`src/rtl/core/fsqra_pkg.sv`:
```
`default_nettype none

package fsqra_pkg;

    // window depth and the widths that follow from it
    localparam int WINDOW_FRAMES = 15;
    localparam int LEN_W         = 24;
    localparam int POS_W         = $clog2(WINDOW_FRAMES);
    localparam int SUM_W         = LEN_W + $clog2(WINDOW_FRAMES);

    // register widths
    localparam int LIMIT_W  = 28;
    localparam int PERIOD_W = 16;
    localparam int QP_W     = 6;
    localparam int STEP_W   = 4;
    localparam int CMP_W    = (SUM_W > LIMIT_W) ? SUM_W : LIMIT_W;

    // configuration port
    localparam int CFG_ADDR_W = 3;
    localparam int CFG_DATA_W = LIMIT_W;

    localparam logic [CFG_ADDR_W-1:0] REG_SIZE_LIMIT = CFG_ADDR_W'(0);
    localparam logic [CFG_ADDR_W-1:0] REG_PERIOD_MS  = CFG_ADDR_W'(1);
    localparam logic [CFG_ADDR_W-1:0] REG_QP_CEILING = CFG_ADDR_W'(2);
    localparam logic [CFG_ADDR_W-1:0] REG_QP_FLOOR   = CFG_ADDR_W'(3);
    localparam logic [CFG_ADDR_W-1:0] REG_RAISE_STEP = CFG_ADDR_W'(4);

    // request kinds
    localparam logic KIND_FRAME = 1'b0;
    localparam logic KIND_TICK  = 1'b1;

    // reset values
    localparam logic [LIMIT_W-1:0]  RST_SIZE_LIMIT = LIMIT_W'(512 * 1024);
    localparam logic [PERIOD_W-1:0] RST_PERIOD_MS  = PERIOD_W'(1000);
    localparam logic [QP_W-1:0]     RST_QP_CEILING = QP_W'(51);
    localparam logic [QP_W-1:0]     RST_QP_FLOOR   = QP_W'(35);
    localparam logic [STEP_W-1:0]   RST_RAISE_STEP = STEP_W'(5);
    localparam logic [QP_W-1:0]     RST_STAT_LO    = QP_W'(31);
    localparam logic [QP_W-1:0]     RST_STAT_HI    = QP_W'(35);
    localparam logic [QP_W-1:0]     RST_DYN_LO     = QP_W'(32);
    localparam logic [QP_W-1:0]     RST_DYN_HI     = QP_W'(34);

    // result payload width, four qp fields
    localparam int OUT_DATA_W = 4 * QP_W;

    typedef struct packed {
        logic [LIMIT_W-1:0]  size_limit;
        logic [PERIOD_W-1:0] period_ms;
        logic [QP_W-1:0]     qp_ceiling;
        logic [QP_W-1:0]     qp_floor;
        logic [STEP_W-1:0]   raise_step;
    } cfg_t;

    typedef struct packed {
        logic [QP_W-1:0] stat_lo;
        logic [QP_W-1:0] stat_hi;
        logic [QP_W-1:0] dyn_lo;
        logic [QP_W-1:0] dyn_hi;
    } qp_set_t;

    typedef struct packed {
        logic frame;
        logic tick;
    } evt_t;

    typedef struct packed {
        logic    valid;
        logic    release_res;
        qp_set_t qp;
    } res_t;

endpackage

`default_nettype wire

```
`src/rtl/core/frame_size_qp_range_adjuster_core.sv`:
```
`default_nettype none

// frame size driven qp range adjuster. each request is either a frame size report
// (s_tuser low, byte count in s_tdata) or a one millisecond tick (s_tuser high).
// frame sizes feed a 15-deep ring with a running byte sum; ticks count time once
// the first frame has arrived. when a frame lands after the period has run out the
// timer restarts and the window sum is judged against size_limit: at or under it
// the four qp bounds drop by one, or privileged mode is released (m_tuser high,
// qp fields zero) once static max has reached the floor; over it they rise by up
// to raise_step, kept below the ceiling. one request is taken every clock unless a
// held result stalls the input; where a request makes a result, it is written to
// the output register as the request leaves the input register, through the
// combinational sum and qp logic between the input and output registers. a result
// held by m_tready low keeps the next request in the input register, and s_tready
// stays low until the result is taken. the ring comes out of reset empty at once,
// with no clearing sweep. configuration is written through
// cfg_wr_en/cfg_addr/cfg_wdata and must only change while idle.
module frame_size_qp_range_adjuster_core (
    input  wire logic                              aclk,
    input  wire logic                              aresetn,
    // configuration write port
    input  wire logic                              cfg_wr_en,
    input  wire logic [fsqra_pkg::CFG_ADDR_W-1:0]  cfg_addr,
    input  wire logic [fsqra_pkg::CFG_DATA_W-1:0]  cfg_wdata,
    // request side
    input  wire logic                              s_tvalid,
    output logic                                   s_tready,
    input  wire logic [fsqra_pkg::LEN_W-1:0]       s_tdata,  // [23:0] frame_len
    input  wire logic                              s_tuser,  // [0] kind
    // result side
    output logic                                   m_tvalid,
    input  wire logic                              m_tready,
    // [5:0] out_static_min, [11:6] out_static_max,
    // [17:12] out_dynamic_min, [23:18] out_dynamic_max
    output logic [fsqra_pkg::OUT_DATA_W-1:0]       m_tdata,
    output logic                                   m_tuser   // [0] release_res
);
    import fsqra_pkg::*;

    cfg_t             cfg_reg;

    // input register
    logic             in_valid_reg;
    logic             in_kind_reg;
    logic [LEN_W-1:0] in_len_reg;

    // output register
    logic             out_valid_reg;
    logic             out_release_reg;
    qp_set_t          out_qp_reg;

    logic             advance;
    logic             s_accept;
    evt_t             evt;
    res_t             res;
    logic [SUM_W-1:0] sum_next;

    // the held request moves on when the output register is free or being emptied
    assign advance  = in_valid_reg && (!out_valid_reg || m_tready);
    assign s_tready = !in_valid_reg || advance;
    assign s_accept = s_tvalid && s_tready;

    assign evt.frame = advance && (in_kind_reg == KIND_FRAME);
    assign evt.tick  = advance && (in_kind_reg == KIND_TICK);

    // configuration registers, writes outside the map are dropped
    always_ff @(posedge aclk) begin
        if (!aresetn) begin
            cfg_reg.size_limit <= RST_SIZE_LIMIT;
            cfg_reg.period_ms  <= RST_PERIOD_MS;
            cfg_reg.qp_ceiling <= RST_QP_CEILING;
            cfg_reg.qp_floor   <= RST_QP_FLOOR;
            cfg_reg.raise_step <= RST_RAISE_STEP;
        end else if (cfg_wr_en) begin
            case (cfg_addr)
                REG_SIZE_LIMIT: cfg_reg.size_limit <= cfg_wdata[LIMIT_W-1:0];
                REG_PERIOD_MS:  cfg_reg.period_ms  <= cfg_wdata[PERIOD_W-1:0];
                REG_QP_CEILING: cfg_reg.qp_ceiling <= cfg_wdata[QP_W-1:0];
                REG_QP_FLOOR:   cfg_reg.qp_floor   <= cfg_wdata[QP_W-1:0];
                REG_RAISE_STEP: cfg_reg.raise_step <= cfg_wdata[STEP_W-1:0];
                default: begin
                end
            endcase
        end
    end

    // input stage
    always_ff @(posedge aclk) begin
        if (!aresetn) begin
            in_valid_reg <= 1'b0;
        end else if (s_tready) begin
            in_valid_reg <= s_tvalid;
        end
    end

    always_ff @(posedge aclk) begin
        if (s_accept) begin
            in_kind_reg <= s_tuser;
            in_len_reg  <= s_tdata;
        end
    end

    // ring of recent frame sizes and its running sum
    fsqra_window u_window (
        .aclk      (aclk),
        .aresetn   (aresetn),
        .frame_en  (evt.frame),
        .frame_len (in_len_reg),
        .sum_next  (sum_next)
    );

    // timer, evaluation and qp state
    fsqra_qp_ctrl u_qp_ctrl (
        .aclk     (aclk),
        .aresetn  (aresetn),
        .evt      (evt),
        .cfg      (cfg_reg),
        .sum_next (sum_next),
        .res      (res)
    );

    // output stage
    always_ff @(posedge aclk) begin
        if (!aresetn) begin
            out_valid_reg <= 1'b0;
        end else if (advance && res.valid) begin
            out_valid_reg <= 1'b1;
        end else if (m_tready) begin
            out_valid_reg <= 1'b0;
        end
    end

    always_ff @(posedge aclk) begin
        if (advance && res.valid) begin
            out_release_reg <= res.release_res;
            out_qp_reg      <= res.qp;
        end
    end

    assign m_tvalid = out_valid_reg;
    assign m_tuser  = out_release_reg;
    assign m_tdata  = {out_qp_reg.dyn_hi, out_qp_reg.dyn_lo,
                       out_qp_reg.stat_hi, out_qp_reg.stat_lo};

endmodule

`default_nettype wire

```
`src/rtl/core/fsqra_window.sv`:
```
`default_nettype none

module fsqra_window (
    input  wire logic                       aclk,
    input  wire logic                       aresetn,
    input  wire logic                       frame_en,
    input  wire logic [fsqra_pkg::LEN_W-1:0] frame_len,
    output logic      [fsqra_pkg::SUM_W-1:0] sum_next
);
    import fsqra_pkg::*;

    logic [LEN_W-1:0]         entry_reg [WINDOW_FRAMES];
    logic [WINDOW_FRAMES-1:0] valid_reg;
    logic [POS_W-1:0]         pos_reg;
    logic [POS_W-1:0]         pos_next;
    logic [SUM_W-1:0]         sum_reg;
    logic [LEN_W-1:0]         old_len;

    // never-written slots count as zero
    assign old_len  = valid_reg[pos_reg] ? entry_reg[pos_reg] : '0;
    assign sum_next = sum_reg - SUM_W'(old_len) + SUM_W'(frame_len);
    assign pos_next = (pos_reg == POS_W'(WINDOW_FRAMES - 1)) ? '0 : pos_reg + 1'b1;

    always_ff @(posedge aclk) begin
        if (!aresetn) begin
            pos_reg   <= '0;
            sum_reg   <= '0;
            valid_reg <= '0;
        end else if (frame_en) begin
            pos_reg            <= pos_next;
            sum_reg            <= sum_next;
            valid_reg[pos_reg] <= 1'b1;
        end
    end

    always_ff @(posedge aclk) begin
        if (frame_en) begin
            entry_reg[pos_reg] <= frame_len;
        end
    end

endmodule

`default_nettype wire

```
`src/rtl/core/fsqra_qp_ctrl.sv`:
```
`default_nettype none

module fsqra_qp_ctrl (
    input  wire logic                        aclk,
    input  wire logic                        aresetn,
    input  wire fsqra_pkg::evt_t             evt,
    input  wire fsqra_pkg::cfg_t             cfg,
    input  wire logic [fsqra_pkg::SUM_W-1:0] sum_next,
    output fsqra_pkg::res_t                  res
);
    import fsqra_pkg::*;

    logic                  started_reg;
    logic [PERIOD_W-1:0]   elapsed_reg;
    logic [PERIOD_W-1:0]   elapsed_next;
    logic [PERIOD_W-1:0]   elapsed_now;
    qp_set_t               qp_reg;
    qp_set_t               qp_next;
    qp_set_t               qp_shifted;
    logic                  due;
    logic                  over;
    logic                  can_lower;
    logic                  release_now;
    logic signed [QP_W+1:0] room;
    logic signed [QP_W+1:0] step_s;
    logic signed [QP_W+1:0] delta;
    logic [QP_W-1:0]       shift;

    assign elapsed_now = started_reg ? elapsed_reg : '0;
    assign due         = evt.frame && (elapsed_now >= cfg.period_ms);
    assign over        = CMP_W'(sum_next) > CMP_W'(cfg.size_limit);
    assign can_lower   = qp_reg.stat_hi > cfg.qp_floor;
    assign release_now = due && !over && !can_lower;

    // headroom below the ceiling, may be negative
    assign room   = $signed((QP_W+2)'(cfg.qp_ceiling)) - $signed((QP_W+2)'(1))
                  - $signed((QP_W+2)'(qp_reg.stat_hi));
    assign step_s = $signed((QP_W+2)'(cfg.raise_step));

    always_comb begin
        if (over) begin
            delta = (room < step_s) ? room : step_s;
        end else begin
            delta = -$signed((QP_W+2)'(1));
        end
    end

    // all bounds wrap modulo 64
    assign shift = delta[QP_W-1:0];
    assign qp_shifted.stat_lo = qp_reg.stat_lo + shift;
    assign qp_shifted.stat_hi = qp_reg.stat_hi + shift;
    assign qp_shifted.dyn_lo  = qp_reg.dyn_lo + shift;
    assign qp_shifted.dyn_hi  = qp_reg.dyn_hi + shift;

    assign qp_next = (due && !release_now) ? qp_shifted : qp_reg;

    always_comb begin
        elapsed_next = elapsed_reg;
        if (evt.tick) begin
            if (started_reg && (elapsed_reg != '1)) begin
                elapsed_next = elapsed_reg + 1'b1;
            end
        end else if (evt.frame) begin
            elapsed_next = due ? '0 : elapsed_now;
        end
    end

    assign res.valid       = due;
    assign res.release_res = release_now;
    assign res.qp          = release_now ? '0 : qp_next;

    always_ff @(posedge aclk) begin
        if (!aresetn) begin
            started_reg    <= 1'b0;
            elapsed_reg    <= '0;
            qp_reg.stat_lo <= RST_STAT_LO;
            qp_reg.stat_hi <= RST_STAT_HI;
            qp_reg.dyn_lo  <= RST_DYN_LO;
            qp_reg.dyn_hi  <= RST_DYN_HI;
        end else begin
            started_reg <= started_reg | evt.frame;
            elapsed_reg <= elapsed_next;
            qp_reg      <= qp_next;
        end
    end

endmodule

`default_nettype wire

```
`config.mk`:
```
export PLATFORM = sky130hd
export DESIGN_NAME = frame_size_qp_range_adjuster_core
export DESIGN_NICKNAME = d
export VERILOG_FILES = /design/src/rtl/core/fsqra_pkg.sv /design/src/rtl/core/frame_size_qp_range_adjuster_core.sv /design/src/rtl/core/fsqra_window.sv /design/src/rtl/core/fsqra_qp_ctrl.sv
export SDC_FILE = /design/constraint.sdc
export NUM_CORES = 1
export LEC_CHECK = 0
export BUFFER_PORTS_ARGS = -buffer_cell sky130_fd_sc_hd__buf_2
export CORE_MARGIN = 1.5
export CORE_UTILIZATION = 67
export CTS_CLUSTER_DIAMETER = 30
export CTS_CLUSTER_SIZE = 20
export DETAILED_ROUTE_END_ITERATION = 10
export GPL_ROUTABILITY_DRIVEN = 0
export HOLD_SLACK_MARGIN = 0.12
export PLACE_DENSITY = 0.85
export SLEW_MARGIN = 20
export SYNTH_ARGS = -nofsm -noshare
export SYNTH_HDL_FRONTEND = slang
export SYNTH_HIERARCHICAL = 1
export SYNTH_SLANG_ARGS = --single-unit
```
`constraint.sdc`:
```
create_clock -name aclk -period 25.2 [get_ports aclk]
set_input_delay 2.52 -clock aclk [delete_from_list [all_inputs] [get_ports aclk]]
set_output_delay 2.52 -clock aclk [all_outputs]
set_load 0.02 [all_outputs]
```
== Word-level counts from Yosys, hierarchy flattened ==
Memories as Yosys holds them, arrays and structs flattened. A register that Yosys moved wholly into a read port is not among the register bits.
Index checks and enable logic that the tools add are counted.
Cells by class
  add/subtract/negate cells: 10
  multipliers: 0
  div/mod/pow operators: 0
  order comparisons: 6
  equal/unequal tests: 7
  shift-type cells: 0
  muxes and demuxes: 20
  bitwise operators: 3
  reduce and logical (&&, ||, !) cells: 27
Operator list (count)
  16-bit two-way mux: 5
  24-bit two-way mux: 2
  28-bit by 24-bit adder with 28-bit output: 1
  28-bit > comparator: 1
  28-bit by 24-bit subtractor with 28-bit output: 1
  6-bit adder: 4
  16-bit by 1-bit adder with 16-bit output (second input constant): 1
  16-bit >= comparator: 1
  16-bit != test (second input constant): 1
  15-bit bitwise OR: 1
  4-bit two-way mux: 3
  6-bit two-way mux: 2
  2-bit AND reduction: 6
  1-bit logical AND: 11
  8-bit by 5-bit less-than comparator with 1-bit output: 1
  7-bit by 7-bit subtractor with 8-bit output: 1
  6-bit by 1-bit subtractor with 7-bit output (second input constant): 1
  3-bit by 2-bit == test with 1-bit output (second input constant): 2
  6-bit > comparator: 1
  1-bit two-way mux: 6
  1-bit logical NOT: 5
  4-bit by 5-bit less-than comparator with 1-bit output (second input constant): 1
  4-bit by 1-bit adder with 4-bit output (second input constant): 1
  1-bit binary-select mux with 4-bit select: 1
  other kinds (11): 13
Storage, ports and cells
  bits in registers: 200
  latch bits: 0
  bits in writable memories: 360
  bits in read-only memories: 0
  input bits: 61
  output and inout bits: 27
  word-level logic and storage cells: 97
  memories kept: 1
Memories
  u_window.entry_reg: depth 15, width 24, rd ports 1, clocked after Yosys merged registers in 1, wr ports 1, line fsqra_window.sv:12  | logic [LEN_W-1:0] entry_reg [WINDOW_FRAMES];

== Logic depth before layout (Yosys ltp) ==
Gate-level depths: netlist of the first run.
  depth in word-level cells: 12
  depth in mapped cells: 37

== Hierarchy ==
The synthesis of the first run kept the hierarchy.
By module, submodules not included
  fsqra_window: instances 1, cells each 1099, area each 17928.4 um^2, seq. area each 11831.3 um^2
  fsqra_qp_ctrl: instances 1, cells each 618, area each 4834.6 um^2, seq. area each 820.8 um^2
  frame_size_qp_range_adjuster_core: instances 1, cells each 304, area each 4026.4 um^2, seq. area each 2742.6 um^2

== Worst setup path after synthesis of the first run ==
OpenSTA, ideal clock, no wires.
  kind: flip-flop to flip-flop
  from: reg (tool-made name)
  to: reg u_qp_ctrl/qp_reg[11] in the netlist's numbering
  library setup time: 123 ps
  arrival: 8005 ps
  data required time: 25077 ps
  slack: 17072 ps
  cell stages (with the launch flop): 32
  path through: dfxtp_1 -> clkbuf_1 -> clkbuf_1 -> mux4_2 -> mux4_2 -> nor2b_1 -> fa_1 -> inv_1 -> fa_1 -> a21o_1 -> a221o_1 -> a21o_1 -> a221o_1 -> a31oi_1 -> or3_1 -> nand2_1 -> ha_1 -> nand4_2 -> or4_4 -> and3b_2 -> o22a_1 -> buf_4 -> nand2_4 -> nand2_1 -> ha_1 -> a21o_1 -> a21oi_1 -> o21ai_0 -> a31oi_1 -> a211oi_1 -> o21ai_1 -> mux2_1
RTL lines
  end signal: assignment: line fsqra_qp_ctrl.sv:83  | qp_reg <= qp_next;
  end: declaration: line fsqra_qp_ctrl.sv:17  | qp_set_t qp_reg;

==> out/metrics.yaml, run 1 <==
routing:
  viasPerCell: 6.40
  drt-initial-drc-count: 2031
  routed_wirelength_um: 67700
  vias: 17666
  wl_per_cell_um: 24.5
  drcViolationCount: 0
  ant_nets: 0
  first_pass_iters: 8
pwr:
  power_density_nw_per_um2: 93.7
  p_leak_nw: 11.5
  p_sw_share_pct: 27.4
  combPwrFrac_pct: 16.4
  power.internal_mw: 2.13
  vdd_drop_max_uv: 66.5
  seqPwrFrac_pct: 35.3
  p_clk_share_pct: 48.4
  p_sw_uw: 804
cts:
  cts_num_sinks: 564
  root_buffer: "clkbuf_16"
  numCtsBuffers: 101
  path_clk_slew_ps: 50
  cts_tree: "yes"
  cts_hold_buf: 0
  cts_setup_buffers: 0
  cts_buffer_depth: 3
  clock_latency_ps: 650
  cts_htree_levels: 3
  post_cts_resized: 0
global_routing:
  grt-ovfl-total: 0
  grt_start_max_net_pins: 92
  grt_pass1_vias: 18240
  antenna_found_initial: 0
  grt_pass1_wl_um: 104000
  track_usage_pct: 33.7
critical_path:
  path_common_cell: "ha_1"
  endpoint_kind: "flop"
  worstPathRequired_ps: 25700
  slowest_stage: "buf_4"
  crit_path_max_fanout: 43
  critPathArrivalTime_ps: 10870
  startpoint_type: "flop"
  critPathKind: "reg -> reg"
  slowest_delay_ps: 760
die:
  design.core.area_um2: 39500
  die_h_um: 203
  rows: 73
  start_util_pct: 67.7
  io_pins: 88
  die_area_um2: 41200
  fp.dieW_um: 203
layout:
  diodes: 0
  layout.cells.non_filler: 2760
  largest_reg_flops: 360
  fillers: 2131
  area_growth_pct: 16.9
  drive_gt1_share_pct: 19.6
  nets: 2349
synth:
  synth_seq_cells: 564
  synth.avg_cell_area_um2: 13.3
  syn_inst: 2021
  synthDistinctLibCells: 97
  seq_area_frac_synth_pct: 57.5
  ys_async_sr_fraction_pct: 0
  synth-main-ff-cell: "edfxtp_1"
  synth_edf_count: 410
  synthesis.nets: 2221
  ys_warn_count: 6
  syn_area_um2: 26800
placement:
  hpwl_um: 37600
  pre_cts_slack_ps: 15120
  dpl.cell_count: 2571
  port_buffers: 87
timing:
  setup_viol: 0
  fin_crit_ps: 10380
  layout_setup_ws_ps: 14820
  rsz0062_at_grt: "no"
  tightestPinTransition_ps: 1120
  min_period_over_period_pct: 41.2
  slew_viol_final: 0
  whs_ps: 459
  timing.fmax_ghz: 0.0964
  slew_headroom_pct: 24.8
  finalHoldViolCount: 0
  fin_skew_ps: 45.9
  fin_tns_setup_ps: 0
run:
  drv_cap: 0
outcome:
  outcome: "finished clean"
hold_path:
  min_path_type: "reg -> reg"
cells by family (layout without fill, tap and decap cells):
group / count (synthesis) / after routing / synth area share (%)
DFF: 564 / 564 / 57.5
and+or+nand+nor: 495 / 495 / 9.29
AOI/OAI and AO/OA: 288 / 288 / 7.12
buffers and inverters: 261 / 475 / 4.12
muxes: 230 / 230 / 13.3
adders and majority gates: 139 / 139 / 7.30
xor gates and xnor gates: 44 / 44 / 1.44
worst max-delay path: cells and delay by family (launching register included):
family / cells / cell delay (ps)
AO/OA/AOI/OAI: 9 / 2700
AND/OR/NAND/NOR: 9 / 2090
buffers and inverters: 3 / 1560
adder cells (fa/ha/maj): 4 / 1530
multiplexers: 3 / 1520
flip-flops: 1 / 540
XOR/XNOR: 1 / 210
cells in the mapped netlist, types with 24 or more instances:
library cell | count | share of area (%)
nor2_1 | 87 | 1.2
xnor2_1 | 24 | 0.78
nand2_1 | 187 | 2.6
a21oi_1 | 74 | 1.4
inv_1 | 169 | 2.4
nor2b_1 | 72 | 1.7
dfxtp_1 | 154 | 12
ha_1 | 110 | 5.1
mux2i_1 | 126 | 4.7
fa_1 | 29 | 2.2
clkbuf_1 | 57 | 0.80
edfxtp_1 | 410 | 46
mux4_2 | 99 | 8.3
o21ai_0 | 60 | 1.1
per-layer routing:
layer / global-route usage, % / routed length [um] / share of wire [%] / vias up
met3: 6.42 / 5800 / 8.6 / 230
met4: 14.9 / 2770 / 4.1 / 0
met1: 42.3 / 25300 / 37 / 8615
met5: 0 / 0 / 0 / -
li1: - / - / - / 7704
met2: 57.2 / 33800 / 50 / 1117
cell type report:
type | instances | area [um^2] | share of cell area [%]
Sequential cell | 564 | 15400 | 49.2
Clock buffer | 122 | 2720 | 8.68
Timing Repair Buffer | 116 | 656 | 2.09
Clock inverter | 67 | 878 | 2.80
Tap cell | 525 | 657 | 2.10
Inverter | 170 | 638 | 2.04
Multi-Input combinational cell | 1196 | 10400 | 33.1
power by group through the flow:
| stage | clock network (mW) | logic (mW) | registers (mW) |
|---|---|---|---|
| 3_5_place_dp | 0 | 0.454 | 1.05 |
| 5_1_grt | 1.47 | 0.523 | 1.04 |
| 3_3_place_gp | 0 | 0.435 | 1.05 |
| 4_1_cts | 1.43 | 0.467 | 1.03 |
| 2_1_floorplan | 0 | 0.349 | 1.04 |
| 6_report | 1.42 | 0.480 | 1.03 |
final timing paths:
check,endpoint,depth (start not counted),slack [ps],from
worst max register to register,u_qp_ctrl/qp_reg[17]$_SDFF_PN1_,29,14820,flop
worst min-delay path,cfg_reg[40]$_SDFFE_PN0P_,2,460,cfg_reg[40]$_SDFFE_PN0P_
worst max-delay path,u_qp_ctrl/qp_reg[17]$_SDFF_PN1_,29,14820,flop
worst min register to register,cfg_reg[40]$_SDFFE_PN0P_,2,460,cfg_reg[40]$_SDFFE_PN0P_
layout by cell type, fill, tap and decap left out, types with 17 or more instances in the layout:
master     instances
o21ai_0           60
nand2b_1          17
inv_1            169
o21a_1            20
mux4_2            99
edfxtp_1         410
nor2b_1           72
nand3_1           23
mux2i_1          126
and2_1            22
nand2_1          187
clkbuf_16        103
a21o_1            17
buf_2             86
nor2_1            75
xor2_1            20
dfxtp_1          150
fa_1              29
xnor2_1           24
buf_4             30
ha_1             110
a21oi_1           73
stage by stage:
stage	power (mW)	instance area [um^2]	util (%)
final	2.93	31300	79.2
after CTS	2.93	31300	79.2
after global placement	1.48	27700	70.1
after global routing	3.03	31300	79.2
after detailed placement	1.51	27700	70.1
after floorplan	1.39	26800	-
(Power assumes the default switching activity.)
==> inputs of run 2 (changes only) <==
--- a/config.mk
+++ b/config.mk
@@ -7,13 +7,13 @@
 export LEC_CHECK = 0
 export BUFFER_PORTS_ARGS = -buffer_cell sky130_fd_sc_hd__buf_2
 export CORE_MARGIN = 1.5
-export CORE_UTILIZATION = 67
+export CORE_UTILIZATION = 56
 export CTS_CLUSTER_DIAMETER = 30
 export CTS_CLUSTER_SIZE = 20
 export DETAILED_ROUTE_END_ITERATION = 10
 export GPL_ROUTABILITY_DRIVEN = 0
 export HOLD_SLACK_MARGIN = 0.12
-export PLACE_DENSITY = 0.85
+export PLACE_DENSITY = 0.76
 export SLEW_MARGIN = 20
 export SYNTH_ARGS = -nofsm -noshare
 export SYNTH_HDL_FRONTEND = slang
==> constraint.sdc (replaced) <==
create_clock -name aclk -period 8.59 [get_ports aclk]
set_input_delay 0.859 -clock aclk [delete_from_list [all_inputs] [get_ports aclk]]
set_output_delay 0.859 -clock aclk [all_outputs]
set_load 0.02 [all_outputs]
==> run 2 against run 1 <==
Register-to-register slack got worse by 14000 ps. First-iteration DRC count fell by 32%. Sequential share of layout area is 1.0 points lower. Wire length fell by 3.9%. Non-clock buffer count increased by 26. Worst setup slack worse by 14000 ps. Sequential cell count did not move. Clock power increased to 3.1 times the previous value. Cell count grew 4.3%. Critical path type unchanged.
==> out/metrics.yaml, run 2 (synthesized netlist as in run 1, its figures left out) <==
critical_path:
  critPathKind: "reg -> reg"
  endpoint_kind: "flop"
  worstPathRequired_ps: 9110  # -16590 ps
  critPathArrivalTime_ps: 8720  # -2150 ps
  path_common_cell: "ha_1"
  startpoint_type: "flop"
  reg2reg_slack_ps: 390  # -14440 ps
  rr_worst_depth: 30  # +3.4%
  slowest_stage: "or4_4"
  crit_path_max_fanout: 11  # -74%
  slowest_delay_ps: 600  # -160 ps
  worstReg2RegEnd: "u_qp_ctrl/qp_reg[17]$_SDFF_PN1_"
hold_path:
  min_path_type: "in -> reg"
  min_to: "in_len_reg[13]$_DFFE_PP_"
  hold-path-cell-count: 1  # -1
  hold_start: "s_tdata[13]"
cts:
  cts_hold_buf: 0  # unchanged
  cts_num_sinks: 564  # unchanged
  path_clk_slew_ps: 50  # about the same
  root_buffer: "clkbuf_16"
  clock_latency_ps: 670  # +20 ps
  cts_tree: "yes"
  cts_buffer_depth: 3  # unchanged
  cts_htree_levels: 3  # unchanged
  numCtsBuffers: 107  # +5.9%
global_routing:
  track_usage_pct: 26.4  # -7.2 points
  grt_pass1_vias: 17609  # -3.5%
  grt_start_max_net_pins: 113  # +23%
  antenna_found_initial: 1  # +1
  grt-ovfl-total: 0  # unchanged
  grt_pass1_wl_um: 100000  # -3.8%
timing:
  setup_viol: 0  # unchanged
  timing.fmax_ghz: 0.122  # +26%
  slew_headroom_pct: 27.3  # +2.5 points
  slew_viol_final: 0  # unchanged
  rsz0062_at_grt: "no"
  fin_crit_ps: 8200  # -2170 ps
  min_period_over_period_pct: 95.5  # +54 points
  layout_setup_ws_ps: 386  # -14440 ps
  tightestPinTransition_ps: 1090  # -32.4 ps
  fin_tns_setup_ps: 0  # unchanged
  fin_skew_ps: 62.3  # +16.4 ps
  whs_ps: 374  # -85.2 ps
  finalHoldViolCount: 0  # unchanged
outcome:
  outcome: "finished clean"
layout:
  drive_gt1_share_pct: 21.3  # +1.6 points
  final_common_cell: "edfxtp_1"
  largest_reg_flops: 360  # unchanged
  area_growth_pct: 19.5
  multiInputGateArea_um2: 10400  # +0.27%
  seqCellArea_um2: 15400  # unchanged
  layout_common_cells: "edfxtp_1 (410), nand2_1 (186), inv_1 (169), dfxtp_1 (150), mux2i_1 (126)"
  fillers: 3113  # +46%
  nets: 2381  # +1.4%
  postLayoutCellArea_um2: 32000  # +2.2%
  diodes: 0  # unchanged
routing:
  wl_per_cell_um: 22.6  # -7.9%
  drcViolationCount: 0  # unchanged
  viasPerCell: 5.95  # -7.0%
  routed_wirelength_um: 65000  # -3.9%
  drt-initial-drc-count: 1379  # -32%
  vias: 17139  # -3.0%
  first_pass_iters: 5  # -3
  ant_nets: 0  # unchanged
run:
  drv_cap: 0  # unchanged
placement:
  hpwl_um: 37800  # +0.46%
  port_buffers: 87  # unchanged
  place_area_um2: 28000  # +1.1%
  pre_cts_slack_ps: 98.8  # -15020 ps
die:
  start_util_pct: 57.2  # -11 points
  die_area_um2: 49200  # +19%
  fp.dieW_um: 222  # +9.2%
  rows: 79  # +8.2%
  design.core.area_um2: 46900  # +18%
  io_pins: 88  # unchanged
  die_h_um: 222  # +9.2%
pwr:
  power_density_nw_per_um2: 276  # +190%
  p_leak_nw: 11.8  # +2.6%
  vdd_drop_max_uv: 195  # +190%
==> run 2: layer usage <==
| metal | share of wire, % | wire [um] | global-route usage [%] | vias up |
|---|---|---|---|---|
| met4 | 2.4 | 1560 | 8.33 | 2 |
| li1 | - | - | - | 7782 |
| met2 | 49 | 32000 | 44.6 | 755 |
| met3 | 6.9 | 4470 | 4.96 | 136 |
| met5 | 0.020 | 13 | 0 | - |
| met1 | 41 | 27000 | 34.8 | 8464 |
==> run 2: power by group <==
part | internal (mW) | total [mW] | leakage [nW] | switching [mW]
sequential | 2.97 | 3.03 | 4.95 | 0.0589
clock | 2.92 | 4.40 | 1.86 | 1.48
combinational | 0.577 | 1.41 | 4.99 | 0.829
total | 6.47 | 8.84 | 11.8 | 2.37
==> run 2: repair_timing <==
action,4_1_cts,5_1_grt
gates resized for setup,0,8
buffers inserted,0,9
endpoints found under the setup margin,0,10
==> run 2: worst max-delay path by stage <==
stage	startpoint	to	slack [ps]	cells past startpoint
floorplan	flop	u_qp_ctrl/qp_reg[11]$_SDFF_PN1_	460	31
global placement	flop	u_qp_ctrl/qp_reg[5]$_SDFF_PN1_	330	30
detailed placement	u_window/pos_reg[0]$_SDFFE_PN0P_	u_qp_ctrl/qp_reg[5]$_SDFF_PN1_	100	30
CTS	u_window/pos_reg[0]$_SDFFE_PN0P_	u_qp_ctrl/qp_reg[5]$_SDFF_PN1_	80	30
global route	flop	u_qp_ctrl/qp_reg[5]$_SDFF_PN1_	20	30
finish	flop	u_qp_ctrl/qp_reg[17]$_SDFF_PN1_	390	30
==> run 2: per-stage QoR <==
| stage | instances | util [%] | power (mW) |
|---|---|---|---|
| final | 2879 | 68.3 | 8.84 |
| after global routing | 2879 | 68.3 | 9.16 |
| after CTS | 2869 | 68.0 | 8.86 |
| after detailed placement | 2669 | 59.8 | 4.44 |
| after global placement | 2669 | 59.8 | 4.39 |
| after floorplan | 2021 | - | 4.08 |
==> run 2: area by class of cell <==
class                   count  area share, %
inverters                 170           1.99
flip-flops and latches    564           48.1
repair buffers            142           2.98
multi-input cells        1196           32.5
clock buffers             129           8.98
clock inverters            71           3.05
well taps                 607           2.37
==> run 2: critical path, delay by kind of cell (launching register included) <==
kind / cells / cell delay [ps]
compound gates: 13 / 2890
simple gates: 7 / 1580
fa+ha+maj: 5 / 1540
mux: 3 / 1340
flops: 1 / 450
buf+inv: 2 / 260
==> inputs of run 3 (changes only) <==
--- a/config.mk
+++ b/config.mk
@@ -7,13 +7,13 @@
 export LEC_CHECK = 0
 export BUFFER_PORTS_ARGS = -buffer_cell sky130_fd_sc_hd__buf_2
 export CORE_MARGIN = 1.5
-export CORE_UTILIZATION = 56
+export CORE_UTILIZATION = 52
 export CTS_CLUSTER_DIAMETER = 30
 export CTS_CLUSTER_SIZE = 20
 export DETAILED_ROUTE_END_ITERATION = 10
 export GPL_ROUTABILITY_DRIVEN = 0
 export HOLD_SLACK_MARGIN = 0.12
-export PLACE_DENSITY = 0.76
+export PLACE_DENSITY = 0.71
 export SLEW_MARGIN = 20
 export SYNTH_ARGS = -nofsm -noshare
 export SYNTH_HDL_FRONTEND = slang
==> run 3 against run 2 <==
Global-route usage decreased by 2.3 points. Design area is 0.50% higher. Die area rose by 7.6%. Core utilization down 4.6 points. Largest power group unchanged. Maximum frequency is 0.20% higher. Cell count increased by 2.5%.
==> out/metrics.yaml, run 3 (synthesized netlist as in run 1, its figures left out) <==
placement:
  port_buffers: 87  # unchanged
  pre_cts_slack_ps: 254  # +155 ps
  dpl.cell_count: 2738  # +2.6%
  hpwl_um: 38500  # +1.7%
routing:
  drcViolationCount: 0  # unchanged
  wl_per_cell_um: 21.3  # -5.7%
  first_pass_iters: 5  # unchanged
  drt-initial-drc-count: 1152  # -16%
  vias: 16921  # -1.3%
  ant_nets: 0  # unchanged
  viasPerCell: 5.74  # -3.6%
  routed_wirelength_um: 62900  # -3.3%
critical_path:
  critPathArrivalTime_ps: 8710  # about the same
  slowest_delay_ps: 600  # about the same
  critPathKind: "reg -> reg"
  endpoint_kind: "flop"
  slowest_stage: "or4_4"
  path_common_cell: "a21o_1"
  crit_path_max_fanout: 7  # -4
  startpoint_type: "flop"
  worstPathRequired_ps: 9110  # about the same
timing:
  slew_headroom_pct: 28.4  # +1.1 points
  rsz0062_at_grt: "no"
  layout_setup_ws_ps: 402  # +16.1 ps
  timing.fmax_ghz: 0.122  # +0.20%
  fin_skew_ps: 30.7  # -31.6 ps
  fin_crit_ps: 8190  # -16.1 ps
  finalHoldViolCount: 0  # unchanged
  slew_viol_final: 0  # unchanged
  setup_viol: 0  # unchanged
  fin_tns_setup_ps: 0  # unchanged
  tightestPinTransition_ps: 1060  # -33.4 ps
  min_period_over_period_pct: 95.3  # -0.19 points
layout:
  fillers: 3676  # +18%
  largest_reg_flops: 360  # unchanged
  diodes: 0  # unchanged
  seqCellArea_um2: 15400  # unchanged
  nets: 2382  # +0.042%
  layout_common_cells: "edfxtp_1 (410), nand2_1 (185), inv_1 (169), dfxtp_1 (150), mux2i_1 (126)"
  multiInputGateArea_um2: 10400  # +0.13%
  final_common_cell: "edfxtp_1"
  drive_gt1_share_pct: 21.1  # -0.14 points
  layout.cells.non_filler: 2950  # +2.5%
  area_growth_pct: 20.1
cts:
  cts_tree: "yes"
  clock_latency_ps: 660  # about the same
  root_buffer: "clkbuf_16"
  cts_num_sinks: 564  # unchanged
  cts_htree_levels: 3  # unchanged
  path_clk_slew_ps: 50  # about the same
  numCtsBuffers: 110  # +2.8%
  cts_hold_buf: 0  # unchanged
  cts_buffer_depth: 3  # unchanged
global_routing:
  track_usage_pct: 24.2  # -2.3 points
  grt_pass1_wl_um: 98400  # -1.9%
  grt_pass1_vias: 17595  # -0.080%
  grt_start_max_net_pins: 103  # -8.8%
  antenna_found_initial: 0  # -1
  grt-ovfl-total: 0  # unchanged
die:
  design.core.area_um2: 50500  # +7.7%
  fp.dieW_um: 230  # +3.7%
  io_pins: 88  # unchanged
  die_area_um2: 52900  # +7.6%
  die_h_um: 230  # +3.7%
  start_util_pct: 53.1  # -4.1 points
  rows: 82  # +3.8%
pwr:
  p_clk_share_pct: 50.2  # +0.4 points
  power_density_nw_per_um2: 278  # +0.52%
  combPwrFrac_pct: 15.8  # about the same
  p_sw_mw: 2.35  # -0.76%
  seqPwrFrac_pct: 34.0  # -0.3 points
  power.internal_mw: 6.58  # +1.7%
  p_leak_nw: 11.8  # about the same
  vdd_drop_max_uv: 171  # -12%
  p_sw_share_pct: 26.3  # -0.47 points
hold_path:
  min_path_type: "in -> reg"
run:
  drv_cap: 0  # unchanged
outcome:
  outcome: "finished clean"
run 3: cell count changes in the layout (fill, tap and decap cells not counted), sizes merged:
cell,change
buf,-2
clkinvlp,+4
inv,-2
bufinv,+3
clkinv,+2
clkbuf,+1
run 3: metrics by stage:
step | total power [mW] | hold slack [ps] | util (%) | cell area [um^2]
6_report | 8.93 | 379 | 63.7 | 32200
3_3_place_gp | 4.41 | 447 | 55.7 | 28100
5_1_grt | 9.29 | 341 | 63.7 | 32200
3_5_place_dp | 4.46 | 447 | 55.7 | 28100
4_1_cts | 8.97 | 341 | 63.6 | 32100
2_1_floorplan | 4.08 | 435 | - | 26800
run 3: final cells by class:
type	instances	area share [%]
multi-input combinational	1196	32.4
tap	672	2.61
clock inverter	78	3.29
timing repair buffer	140	2.83
clock buffer	130	9.01
inverter	170	1.98
sequential	564	47.9
run 3: worst max-delay path, delay by kind of cell, from the launching register on:
| family | cells | cell delay, ps |
|---|---|---|
| compound gates | 14 | 3030 |
| fa+ha+maj | 4 | 1570 |
| buf+inv | 2 | 310 |
| flops | 1 | 420 |
| mux | 3 | 1140 |
| simple gates | 7 | 1560 |
run 3: layer usage:
layer | vias up | wire length, um | track usage (%)
li1 | 7796 | - | -
met2 | 627 | 30900 | 40.6
met5 | - | 0 | 0
met3 | 132 | 3730 | 4.12
met1 | 8366 | 26500 | 31.5
met4 | 0 | 1770 | 9.03
run 3: path summary, 6_finish.rpt:
| kind | start | to | slack (ps) | cells past startpoint |
|---|---|---|---|---|
| worst min register to register | cfg_reg[6]$_SDFFE_PN0P_ | cfg_reg[6]$_SDFFE_PN0P_ | 460 | 2 |
| worst max register to register | flop | u_qp_ctrl/qp_reg[11]$_SDFF_PN1_ | 400 | 30 |
| worst max-delay path | flop | u_qp_ctrl/qp_reg[11]$_SDFF_PN1_ | 400 | 30 |
| worst min-delay path | s_tdata[1] | in_len_reg[1]$_DFFE_PP_ | 380 | 1 |
run 3: power groups by stage:
| stage | Combinational [mW] | Clock [mW] | Sequential [mW] |
|---|---|---|---|
| after floorplan | 1.02 | 0 | 3.06 |
| after global routing | 1.57 | 4.68 | 3.04 |
| final | 1.41 | 4.49 | 3.03 |
| after CTS | 1.39 | 4.55 | 3.03 |
| after global placement | 1.33 | 0 | 3.08 |
| after detailed placement | 1.38 | 0 | 3.08 |
run 3: repair_timing:
action,4_1_cts,5_1_grt
setup endpoints to repair,0,10
resized for setup,0,8
buffers inserted,0,4
